### config.mk
export PLATFORM = sky130hd
export DESIGN_NAME = frontier_cell_stencil
export DESIGN_NICKNAME = d
export VERILOG_FILES = /design/src/rtl/core/fcs_pkg.sv /design/src/rtl/core/frontier_cell_stencil.sv
export VERILOG_INCLUDE_DIRS = /design/src /design/src/rtl/core
export SDC_FILE = /design/constraint.sdc
export NUM_CORES = 2
export LEC_CHECK = 0
export ABC_CLOCK_PERIOD_IN_PS = 18000
export BUFFER_PORTS_ARGS = -buffer_cell sky130_fd_sc_hd__clkbuf_2
export CORE_MARGIN = 4
export CORE_UTILIZATION = 41
export DETAILED_ROUTE_END_ITERATION = 8
export PLACE_DENSITY = 0.65
export REMOVE_ABC_BUFFERS = 1
export SYNTH_ARGS = -nofsm -noshare
export SYNTH_HDL_FRONTEND = slang
export SYNTH_MEMORY_MAX_BITS = 65536
export SYNTH_SLANG_ARGS = --single-unit
export TNS_END_PERCENT = 30
### constraint.sdc
create_clock -name i_clk -period 18 [get_ports i_clk]
set_input_delay 1.8 -clock i_clk [delete_from_list [all_inputs] [get_ports i_clk]]
set_output_delay 1.8 -clock i_clk [all_outputs]
set_load 0.01 [all_outputs]
### src/rtl/core/assert_macros.svh
// Assertion macros included by frontier_cell_stencil.sv.
`ifndef ASSERT_MACROS_SVH
`define ASSERT_MACROS_SVH

// Same-cycle implication, disabled while reset is asserted (active low).
`define FCS_ASSERT_IMP(label, clk, rst_n, ante, cons, msg) \
    label: assert property (@(posedge clk) disable iff (!rst_n) (ante) |-> (cons)) \
        else $error(msg);

// Next-cycle implication, disabled while reset is asserted (active low).
`define FCS_ASSERT_NXT(label, clk, rst_n, ante, cons, msg) \
    label: assert property (@(posedge clk) disable iff (!rst_n) (ante) |=> (cons)) \
        else $error(msg);

`endif

### src/rtl/core/fcs_pkg.sv
// Types and constants of the frontier cell stencil.
package fcs_pkg;

    // Cell codes kept in the line stores and the window
    typedef logic [1:0] t_code;
    localparam t_code CODE_NONE = 2'b00;
    localparam t_code CODE_UNK  = 2'b01;
    localparam t_code CODE_CAND = 2'b10;

    // Occupancy values with a meaning of their own
    localparam logic signed [7:0] OCC_UNKNOWN  = -8'sd1;
    localparam logic signed [7:0] OCC_OCCUPIED = 8'sd100;

    // Configuration register indexes
    localparam int CFG_DW = 11;
    typedef logic [1:0] t_cfg_idx;
    localparam t_cfg_idx CFG_GRID_WIDTH  = 2'd0;
    localparam t_cfg_idx CFG_GRID_HEIGHT = 2'd1;
    localparam t_cfg_idx CFG_COST_LIMIT  = 2'd2;

    // Reset values of the registers
    localparam logic [CFG_DW-1:0] RST_GRID_WIDTH  = 11'd1024;
    localparam logic [CFG_DW-1:0] RST_GRID_HEIGHT = 11'd1024;
    localparam logic [6:0]        RST_COST_LIMIT  = 7'd80;

    // Result queue
    localparam int FIFO_DEPTH = 4;
    localparam int FIFO_AW    = 2;
    localparam int FIFO_CW    = 3;

    typedef struct packed {
        logic signed [7:0] occupancy;
        logic signed [7:0] cell_cost;
        logic              flush;
    } t_in;

    typedef struct packed {
        logic [9:0] row;
        logic [9:0] col;
        logic       is_frontier;
        logic       last;
    } t_out;

endpackage

### src/rtl/core/frontier_cell_stencil.sv
// Frontier cell stencil: 3x3 frontier test on a raster stream of map cells.
//
// Input channel (i_in_valid/o_in_ready, i_in_data): one map cell per
// transaction in raster order, then flush transactions after the frame.
// Output channel (o_out_valid/i_out_ready, o_out_data): zero or one result
// per input transaction; the result for a cell is produced by the input
// transaction that arrives one row length plus one items later, so software
// sends that many flush items after the frame until the result marked last.
// Throughput: one input transaction per cycle while o_in_ready is high, set
// by the single read port of each line store and one read-modify-write pass per item.
// Output path: the item triggering a result is registered with its line-store
// read, then judged against the window and written into the result queue,
// whose non-empty count drives o_out_valid.
// Reset (synchronous, active low): registers take their reset values, the
// frame position, window and result queue clear. The line stores are not
// cleared; entries outside the current map are masked by position.
// A stalled receiver fills a four-entry result queue; o_in_ready drops
// when the queue plus the item in flight could overflow it.
// Configuration: i_cfg_we writes register i_cfg_index; any valid write
// restarts the frame.
module frontier_cell_stencil
    import fcs_pkg::*;
#(
    parameter int MAX_WIDTH  = 1024,
    parameter int MAX_HEIGHT = 1024
) (
    input  logic                i_clk,
    input  logic                i_rst_n,
    input  logic                i_cfg_we,
    input  t_cfg_idx            i_cfg_index,
    input  logic [CFG_DW-1:0]   i_cfg_data,
    input  logic                i_in_valid,
    output logic                o_in_ready,
    input  t_in                 i_in_data,
    output logic                o_out_valid,
    input  logic                i_out_ready,
    output t_out                o_out_data
);
    `include "assert_macros.svh"

    localparam int CW = $clog2(MAX_WIDTH);       // column index / line address
    localparam int EW = $clog2(MAX_WIDTH + 1);   // effective width
    localparam int RW = $clog2(MAX_HEIGHT + 2);  // row counter, reaches h+1

    typedef struct packed {
        logic          res;
        logic          last;
        logic          top;
        logic          bottom;
        logic          left;
        logic          right;
        t_code         code;
        logic [CW-1:0] addr;
        logic [9:0]    row;
        logic [9:0]    col;
    } t_s1;

    function automatic logic [EW-1:0] clamp_w(input logic [CFG_DW-1:0] v);
        if (v == '0) begin
            return EW'(1);
        end else if (32'(v) > MAX_WIDTH) begin
            return EW'(MAX_WIDTH);
        end else begin
            return EW'(v);
        end
    endfunction

    function automatic logic [RW-1:0] clamp_h(input logic [CFG_DW-1:0] v);
        if (v == '0) begin
            return RW'(1);
        end else if (32'(v) > MAX_HEIGHT) begin
            return RW'(MAX_HEIGHT);
        end else begin
            return RW'(v);
        end
    endfunction

    // Configuration
    logic [EW-1:0] r_eff_w;
    logic [RW-1:0] r_eff_h;
    logic [6:0]    r_cost_limit;
    logic          cfg_hit;

    // Frame position of the next input item
    logic [RW-1:0] r_in_row;
    logic [CW-1:0] r_in_col;

    // Line stores, read data and forwarding
    t_code         r_upper_line  [MAX_WIDTH];
    t_code         r_middle_line [MAX_WIDTH];
    t_code         r_up_rd;
    t_code         r_mid_rd;
    logic          r_fwd;
    t_code         r_fwd_up;
    t_code         r_fwd_mid;

    // Judgment stage
    logic          r_s1_valid;
    t_s1           r_s1;
    t_s1           n_s1;
    t_code         r_win_a [3];   // window column judged-1 after shift
    t_code         r_win_b [3];   // window column of the judged cell
    t_code         s1_up_v;
    t_code         s1_mid_v;
    logic          nb_unk;
    t_out          s1_out;

    // Result queue
    t_out                 r_fifo [FIFO_DEPTH];
    logic [FIFO_AW-1:0]   r_wr_ptr;
    logic [FIFO_AW-1:0]   r_rd_ptr;
    logic [FIFO_CW-1:0]   r_fifo_cnt;
    logic                 push;
    logic                 pop;

    // Input decode
    logic          in_acc;
    logic          take;
    logic          col_nz;
    logic [RW-1:0] jr;
    logic [CW-1:0] jc;
    logic [RW+9:0] jr_ext;
    logic [CW+9:0] jc_ext;
    logic [EW-1:0] col_next;
    logic          cost_ok;
    t_code         in_code;

    assign cfg_hit = i_cfg_we && (i_cfg_index == CFG_GRID_WIDTH ||
                                  i_cfg_index == CFG_GRID_HEIGHT ||
                                  i_cfg_index == CFG_COST_LIMIT);

    assign o_in_ready = (r_fifo_cnt + FIFO_CW'(r_s1_valid)) < FIFO_CW'(FIFO_DEPTH);
    assign in_acc     = i_in_valid && o_in_ready;
    // a flush at frame start is taken and dropped
    assign take       = in_acc && !(i_in_data.flush && r_in_row == '0 && r_in_col == '0);

    // Cell code of the incoming item; flushes and cells past the map are empty
    assign cost_ok = !i_in_data.cell_cost[7] && (i_in_data.cell_cost[6:0] <= r_cost_limit);

    always_comb begin
        in_code = CODE_NONE;
        if (!i_in_data.flush && r_in_row < r_eff_h) begin
            if (i_in_data.occupancy == OCC_UNKNOWN) begin
                in_code = CODE_UNK;
            end else if (i_in_data.occupancy != OCC_OCCUPIED && cost_ok) begin
                in_code = CODE_CAND;
            end
        end
    end

    // Position of the judged cell: one row and one cell behind the input
    assign col_nz   = r_in_col != '0;
    assign jr       = r_in_row - (col_nz ? RW'(1) : RW'(2));
    assign jc       = col_nz ? r_in_col - CW'(1) : CW'(r_eff_w - EW'(1));
    assign jr_ext   = {10'b0, jr};
    assign jc_ext   = {10'b0, jc};
    assign col_next = EW'(r_in_col) + EW'(1);

    always_comb begin
        n_s1.res    = (col_nz ? (r_in_row >= RW'(1)) : (r_in_row >= RW'(2))) &&
                      (jr < r_eff_h);
        n_s1.top    = jr == '0;
        n_s1.bottom = jr == r_eff_h - RW'(1);
        n_s1.left   = jc == '0;
        n_s1.right  = EW'(jc) == r_eff_w - EW'(1);
        n_s1.last   = n_s1.res && n_s1.bottom && n_s1.right;
        n_s1.code   = in_code;
        n_s1.addr   = r_in_col;
        n_s1.row    = jr_ext[9:0];
        n_s1.col    = jc_ext[9:0];
    end

    always_ff @(posedge i_clk) begin
        if (!i_rst_n) begin
            r_eff_w      <= clamp_w(RST_GRID_WIDTH);
            r_eff_h      <= clamp_h(RST_GRID_HEIGHT);
            r_cost_limit <= RST_COST_LIMIT;
        end else if (i_cfg_we) begin
            unique case (i_cfg_index)
                CFG_GRID_WIDTH:  r_eff_w      <= clamp_w(i_cfg_data);
                CFG_GRID_HEIGHT: r_eff_h      <= clamp_h(i_cfg_data);
                CFG_COST_LIMIT:  r_cost_limit <= i_cfg_data[6:0];
                default: ;
            endcase
        end
    end

    always_ff @(posedge i_clk) begin
        if (!i_rst_n || cfg_hit) begin
            r_in_row <= '0;
            r_in_col <= '0;
        end else if (take) begin
            if (n_s1.last) begin
                r_in_row <= '0;
                r_in_col <= '0;
            end else if (col_next >= r_eff_w) begin
                r_in_col <= '0;
                r_in_row <= r_in_row + RW'(1);
            end else begin
                r_in_col <= r_in_col + CW'(1);
            end
        end
    end

    // Line stores: read at accept, written back in the next cycle
    always_ff @(posedge i_clk) begin
        if (take) begin
            r_up_rd  <= r_upper_line[r_in_col];
            r_mid_rd <= r_middle_line[r_in_col];
        end
        if (r_s1_valid) begin
            r_upper_line[r_s1.addr]  <= s1_mid_v;
            r_middle_line[r_s1.addr] <= r_s1.code;
        end
    end

    // Write-back of the same entry at the read edge is missed by the read
    always_ff @(posedge i_clk) begin
        if (!i_rst_n) begin
            r_fwd <= 1'b0;
        end else begin
            r_fwd <= take && r_s1_valid && r_s1.addr == r_in_col;
        end
    end

    always_ff @(posedge i_clk) begin
        r_fwd_up  <= s1_mid_v;
        r_fwd_mid <= r_s1.code;
    end

    always_ff @(posedge i_clk) begin
        if (!i_rst_n) begin
            r_s1_valid <= 1'b0;
        end else begin
            r_s1_valid <= take;
        end
    end

    always_ff @(posedge i_clk) begin
        if (take) begin
            r_s1 <= n_s1;
        end
    end

    assign s1_up_v  = r_fwd ? r_fwd_up  : r_up_rd;
    assign s1_mid_v = r_fwd ? r_fwd_mid : r_mid_rd;

    // Unknown neighbors, masked at the map border
    always_comb begin
        nb_unk = (!r_s1.top    && !r_s1.left  && r_win_a[0][0]) ||
                 (!r_s1.top                   && r_win_b[0][0]) ||
                 (!r_s1.top    && !r_s1.right && s1_up_v[0])    ||
                 (!r_s1.left                  && r_win_a[1][0]) ||
                 (!r_s1.right                 && s1_mid_v[0])   ||
                 (!r_s1.bottom && !r_s1.left  && r_win_a[2][0]) ||
                 (!r_s1.bottom                && r_win_b[2][0]) ||
                 (!r_s1.bottom && !r_s1.right && r_s1.code[0]);
        s1_out.row         = r_s1.row;
        s1_out.col         = r_s1.col;
        s1_out.is_frontier = r_win_b[1][1] && nb_unk;
        s1_out.last        = r_s1.last;
    end

    always_ff @(posedge i_clk) begin
        if (!i_rst_n || cfg_hit) begin
            for (int k = 0; k < 3; k++) begin
                r_win_a[k] <= CODE_NONE;
                r_win_b[k] <= CODE_NONE;
            end
        end else if (r_s1_valid) begin
            if (r_s1.last) begin
                for (int k = 0; k < 3; k++) begin
                    r_win_a[k] <= CODE_NONE;
                    r_win_b[k] <= CODE_NONE;
                end
            end else begin
                for (int k = 0; k < 3; k++) begin
                    r_win_a[k] <= r_win_b[k];
                end
                r_win_b[0] <= s1_up_v;
                r_win_b[1] <= s1_mid_v;
                r_win_b[2] <= r_s1.code;
            end
        end
    end

    // Result queue
    assign push        = r_s1_valid && r_s1.res;
    assign o_out_valid = r_fifo_cnt != '0;
    assign pop         = o_out_valid && i_out_ready;
    assign o_out_data  = r_fifo[r_rd_ptr];

    always_ff @(posedge i_clk) begin
        if (push) begin
            r_fifo[r_wr_ptr] <= s1_out;
        end
    end

    always_ff @(posedge i_clk) begin
        if (!i_rst_n) begin
            r_wr_ptr   <= '0;
            r_rd_ptr   <= '0;
            r_fifo_cnt <= '0;
        end else begin
            if (push) begin
                r_wr_ptr <= r_wr_ptr + FIFO_AW'(1);
            end
            if (pop) begin
                r_rd_ptr <= r_rd_ptr + FIFO_AW'(1);
            end
            r_fifo_cnt <= r_fifo_cnt + FIFO_CW'(push) - FIFO_CW'(pop);
        end
    end

    `FCS_ASSERT_IMP(a_fifo_bound, i_clk, i_rst_n, 1'b1,
                    r_fifo_cnt <= FIFO_CW'(FIFO_DEPTH), "result queue overflow")
    `FCS_ASSERT_IMP(a_fwd_live, i_clk, i_rst_n, r_fwd, r_s1_valid,
                    "forwarding without an item in flight")
    `FCS_ASSERT_NXT(a_last_restart, i_clk, i_rst_n, take && n_s1.last,
                    r_in_row == '0 && r_in_col == '0, "frame did not restart after last")

endmodule
==> metrics.md <==
| Metric | Value |
|---|---|
| Worst Path Arrival | `roughly 7400 ps` |
| Most frequent cells after synthesis | `3208 x sky130_fd_sc_hd__edfxtp_1, 1126 x sky130_fd_sc_hd__nor2_1, 672 x sky130_fd_sc_hd__mux4_2` |
| Sort of element at the start of the critical path | `flop` |
| Root Buffer Master | `sky130_fd_sc_hd__clkbuf_16` |
| Hold-fix buffers, CTS | `0` |
| Initial Util | `41.3%` |
| Slew at the pin with the worst max-slew slack | `~1300 ps` |
| WP data required | `18590 ps` |
| Detail-routed net length per standard cell | `~30 µm` |
| Clock-pin transition on the worst setup and hold timing paths | `approximately 60 ps` |
| First-pass GRT wire length | `around 520 mm` |
| Post-synthesis sequential area ratio | `73.5%` |
| Clock network fraction of design power | `between 40% and 50%` |
| Boundary Pins | `59` |
| Netlist cell types | `between 80 and 90` |
| MaxCap Viol Count | `0` |
| Count of flip-flops with a built-in enable after synthesis | `3208` |
| Final number of hold-violating endpoints | `0` |
| Final-report setup violation count | `0` |
| Area growth from synthesis to layout | `11.7%` |
| Outcome | `completed` |
| Total via count after detailed routing | `71.7k` |
| Minimum clock period after layout | `a little under 7000 ps` |
| Share of synthesized registers carrying an async set or reset | `0%` |
| Critical path start-end classification | `flop to flop` |
| HPWL after detailed placement | `205 mm` |
| Count of pins over their slew limit | `0` |
| Standby leakage power | `44.5 nW` |
| Switching fraction of total power | `21.9%` |
| Clock latency on the worst-skew pair | `approximately 900 ps` |
| Register bit count reported by yosys | `3272` |
| Cell with the most instances after synthesis | `sky130_fd_sc_hd__edfxtp_1` |
| Number of rows in the core area | `around 210` |
| Post-placement cell count | `about 11k` |
| Largest net degree at the start of global routing | `between 200 and 250` |
| Area of the core | `0.322 mm²` |
| Yosys warning count | `0` |
| Die Y-Extent | `between 500 and 600 µm` |
| Pre-CTS worst setup slack | `11170 ps` |
| Top cells by area in the synthesized netlist | `sky130_fd_sc_hd__edfxtp_1 73%, sky130_fd_sc_hd__mux4_2 11%, sky130_fd_sc_hd__mux2i_1 3.3%` |
| Power share of the combinational group | `approximately 6.2%` |
| Area of the die | `between 0.3 and 0.4 mm²` |
| Net switching power | `roughly 3.6 mW` |
| Clock Tree Buf Depth | `4` |
| Synthesized cell area | `about 0.13 mm²` |
| Pwr/cell area | `around 110 mW/mm²` |
| Overall Global Routing Usage | `21.2%` |
| Global placement routability congestion | `0.835` |
| Remaining global-route overflow | `0` |
| IO buf count | `58` |
| Cell count after synthesis | `around 7.4k` |
| Most frequently used flop master after synthesis | `sky130_fd_sc_hd__edfxtp_1` |
| Vias per Instance | `around 6` |
| Crit path setup slack, layout | `~11000 ps` |
| Unrepaired setup endpoints after global routing | `no` |
| Worst setup skew after layout | `65.0 ps` |
| Antenna violations before repair | `13` |
| Number of routed nets with antenna violations | `0` |
| Fraction of power consumed by sequential logic | `between 50% and 60%` |
| Number of nets in the layout | `between 7k and 8k` |
| Number of H-tree levels | `5` |
| Fin crit share | `a little under two fifths` |
| Width of the chip | `just under 600 µm` |
| Crit. End Element | `flop` |
| Leading area contributor after synthesis | `sky130_fd_sc_hd__edfxtp_1` |
| Worst-case headroom to the max-slew limit | `between 10% and 20%` |
| Post-Synthesis Mean Instance Area | `roughly 18 µm²` |
| Final routed DRC violation total | `0` |
| Via count of the first global-routing pass | `slightly above 70k` |
| Fin cells | `between 10k and 15k` |
| Total clock buffers created by CTS | `between 300 and 400` |
| VDD IR max | `approximately 86 µV` |
| Share of post-route cells with drive strength above 1 | `a little under a fifth` |
| Gates resized, CTS repair | `0` |
| Internal power | `roughly 13 mW` |
| Top cell type's share of synthesized area | `between 70 and 80%` |
| Number of clock sinks seen by CTS | `3272` |
| Upper clock frequency limit | `146 MHz` |
| TritonCTS clock tree | `done` |
| Buffers inserted by post-CTS timing repair | `0` |
| Violation count after the first detailed-route iteration | `9581` |
| 1st-pass router iterations | `6` |
| Class of the tightest hold or removal check | `flop to flop` |
| Sum of routed wire length over all layers | `359 mm` |
| Crit path max fanout | `47` |
-- power groups by stage --
stage	clock network [mW]	registers, mW	logic (mW)
after floorplan	0	9.09	1.35
after global placement	0	8.71	1.01
after detailed placement	0	8.71	1.02
after CTS	6.79	8.55	1.03
after global routing	7.13	8.55	1.10
final	6.71	8.55	1.01
-- cells in the final DEF, fill, tap and decap left out, types with 15 or more instances in the layout --
| cell type | Yosys | routed |
|---|---|---|
| sky130_fd_sc_hd__edfxtp_1 | 3208 | 3208 |
| sky130_fd_sc_hd__nor2_1 | 1126 | 1122 |
| sky130_fd_sc_hd__mux4_2 | 672 | 672 |
| sky130_fd_sc_hd__mux2i_1 | 434 | 434 |
| sky130_fd_sc_hd__clkbuf_16 | 0 | 341 |
| sky130_fd_sc_hd__nand2_1 | 219 | 187 |
| sky130_fd_sc_hd__a221oi_1 | 170 | 169 |
| sky130_fd_sc_hd__buf_4 | 77 | 167 |
| sky130_fd_sc_hd__o21ai_0 | 111 | 111 |
| sky130_fd_sc_hd__a22oi_1 | 83 | 83 |
| sky130_fd_sc_hd__nand3_1 | 73 | 73 |
| sky130_fd_sc_hd__clkbuf_1 | 316 | 72 |
| sky130_fd_sc_hd__a21oi_1 | 68 | 68 |
| sky130_fd_sc_hd__xnor2_1 | 62 | 62 |
| sky130_fd_sc_hd__clkinv_2 | 0 | 62 |
| sky130_fd_sc_hd__clkbuf_2 | 0 | 58 |
| sky130_fd_sc_hd__dfxtp_1 | 64 | 57 |
| sky130_fd_sc_hd__ha_1 | 55 | 55 |
| sky130_fd_sc_hd__inv_1 | 56 | 53 |
| sky130_fd_sc_hd__clkinv_1 | 2 | 51 |
| sky130_fd_sc_hd__nor3_1 | 39 | 37 |
| sky130_fd_sc_hd__nand2_4 | 0 | 32 |
| sky130_fd_sc_hd__nand4_1 | 24 | 24 |
| sky130_fd_sc_hd__nor2b_1 | 29 | 23 |
| sky130_fd_sc_hd__bufinv_16 | 0 | 22 |
| sky130_fd_sc_hd__nor4_1 | 21 | 21 |
| sky130_fd_sc_hd__a21boi_0 | 21 | 21 |
| sky130_fd_sc_hd__o211ai_1 | 20 | 20 |
| sky130_fd_sc_hd__a221o_1 | 18 | 18 |
| sky130_fd_sc_hd__and2_1 | 18 | 17 |
| sky130_fd_sc_hd__a21o_1 | 17 | 17 |
| sky130_fd_sc_hd__xor2_1 | 16 | 16 |
| sky130_fd_sc_hd__and3_1 | 16 | 16 |
| sky130_fd_sc_hd__a211oi_1 | 15 | 15 |
| sky130_fd_sc_hd__a31oi_1 | 15 | 15 |
-- final cells by class --
cell class	count	area [µm²]
repair buffers	233	1690
flip-flops and latches	3272	97600
inverters	63	256
well taps	4305	5390
multi-input cells	3521	32900
clock buffers	419	8890
diodes	3	7.51
fillers	26900	174000
clock inverters	169	1600
-- metrics by stage --
step	util (%)	cell area [µm²]	hold WS, ps	power [mW]	setup TNS (ps)
floorplan	-	130000	456	10.4	-2285000
global placement	42.8	138000	472	9.72	0
detailed placement	42.8	138000	488	9.74	0
CTS	46.1	148000	496	16.4	0
global route	46.1	148000	516	16.8	0
finish	46.1	148000	493	16.3	0
-- metal layers --
| metal | GRT usage (%) | wire, µm |
|---|---|---|
| met5 | 0 | 76 |
| met4 | 7.82 | 14200 |
| met1 | 29.7 | 141000 |
| met3 | 3.94 | 34400 |
| met2 | 33.4 | 169000 |
-- critical path: stages (launching register included) --
cell and delay [ps]:
sky130_fd_sc_hd__dfxtp_4 630, sky130_fd_sc_hd__buf_4 460, sky130_fd_sc_hd__buf_4 670, sky130_fd_sc_hd__buf_4 660
sky130_fd_sc_hd__buf_4 610, sky130_fd_sc_hd__buf_4 670, sky130_fd_sc_hd__mux4_2 420, sky130_fd_sc_hd__mux4_2 460
sky130_fd_sc_hd__and3_1 200, sky130_fd_sc_hd__a311oi_1 380, sky130_fd_sc_hd__a311oi_1 170, sky130_fd_sc_hd__nor4bb_2 950
sky130_fd_sc_hd__nand4_1 170
-- registers in the layout (all words and copies together) (netlist names), 10 cells and up, named ones only --
register / count
r_s1: 38
r_fifo: 88
r_upper_line: 1024
r_eff_w: 11
r_in_row: 11
r_eff_h: 11
r_middle_line: 2048
r_in_col: 10
-- cells by family (layout without fill, tap and decap cells) --
logic type      count (synthesis)  count (layout)  share of synthesized area [%]
other cells                     0               3                              0
mux                          1115            1115                           14.7
flops                        3272            3272                           73.5
xor+xnor                       81              81                          0.560
compound gates                625             625                           3.45
fa+ha+maj                      57              57                          0.548
buf+inv                       596             884                           2.03
simple gates                 1643            1643                           5.18
-- final timing paths --
| kind | startpoint | to | slack, ps | depth (start not counted) |
|---|---|---|---|---|
| max | r_in_col[1]$_SDFFE_PP0P_ | r_mid_rd[0]$_DFFE_PP_ | 11160 | 12 |
| min | r_eff_h[7]$_SDFFE_PN0P_ | r_eff_h[7]$_SDFFE_PN0P_ | 490 | 2 |
| max reg2reg | r_in_col[1]$_SDFFE_PP0P_ | r_mid_rd[0]$_DFFE_PP_ | 11160 | 12 |
| min reg2reg | r_eff_h[7]$_SDFFE_PN0P_ | r_eff_h[7]$_SDFFE_PN0P_ | 490 | 2 |
(Power assumes the default switching activity.)
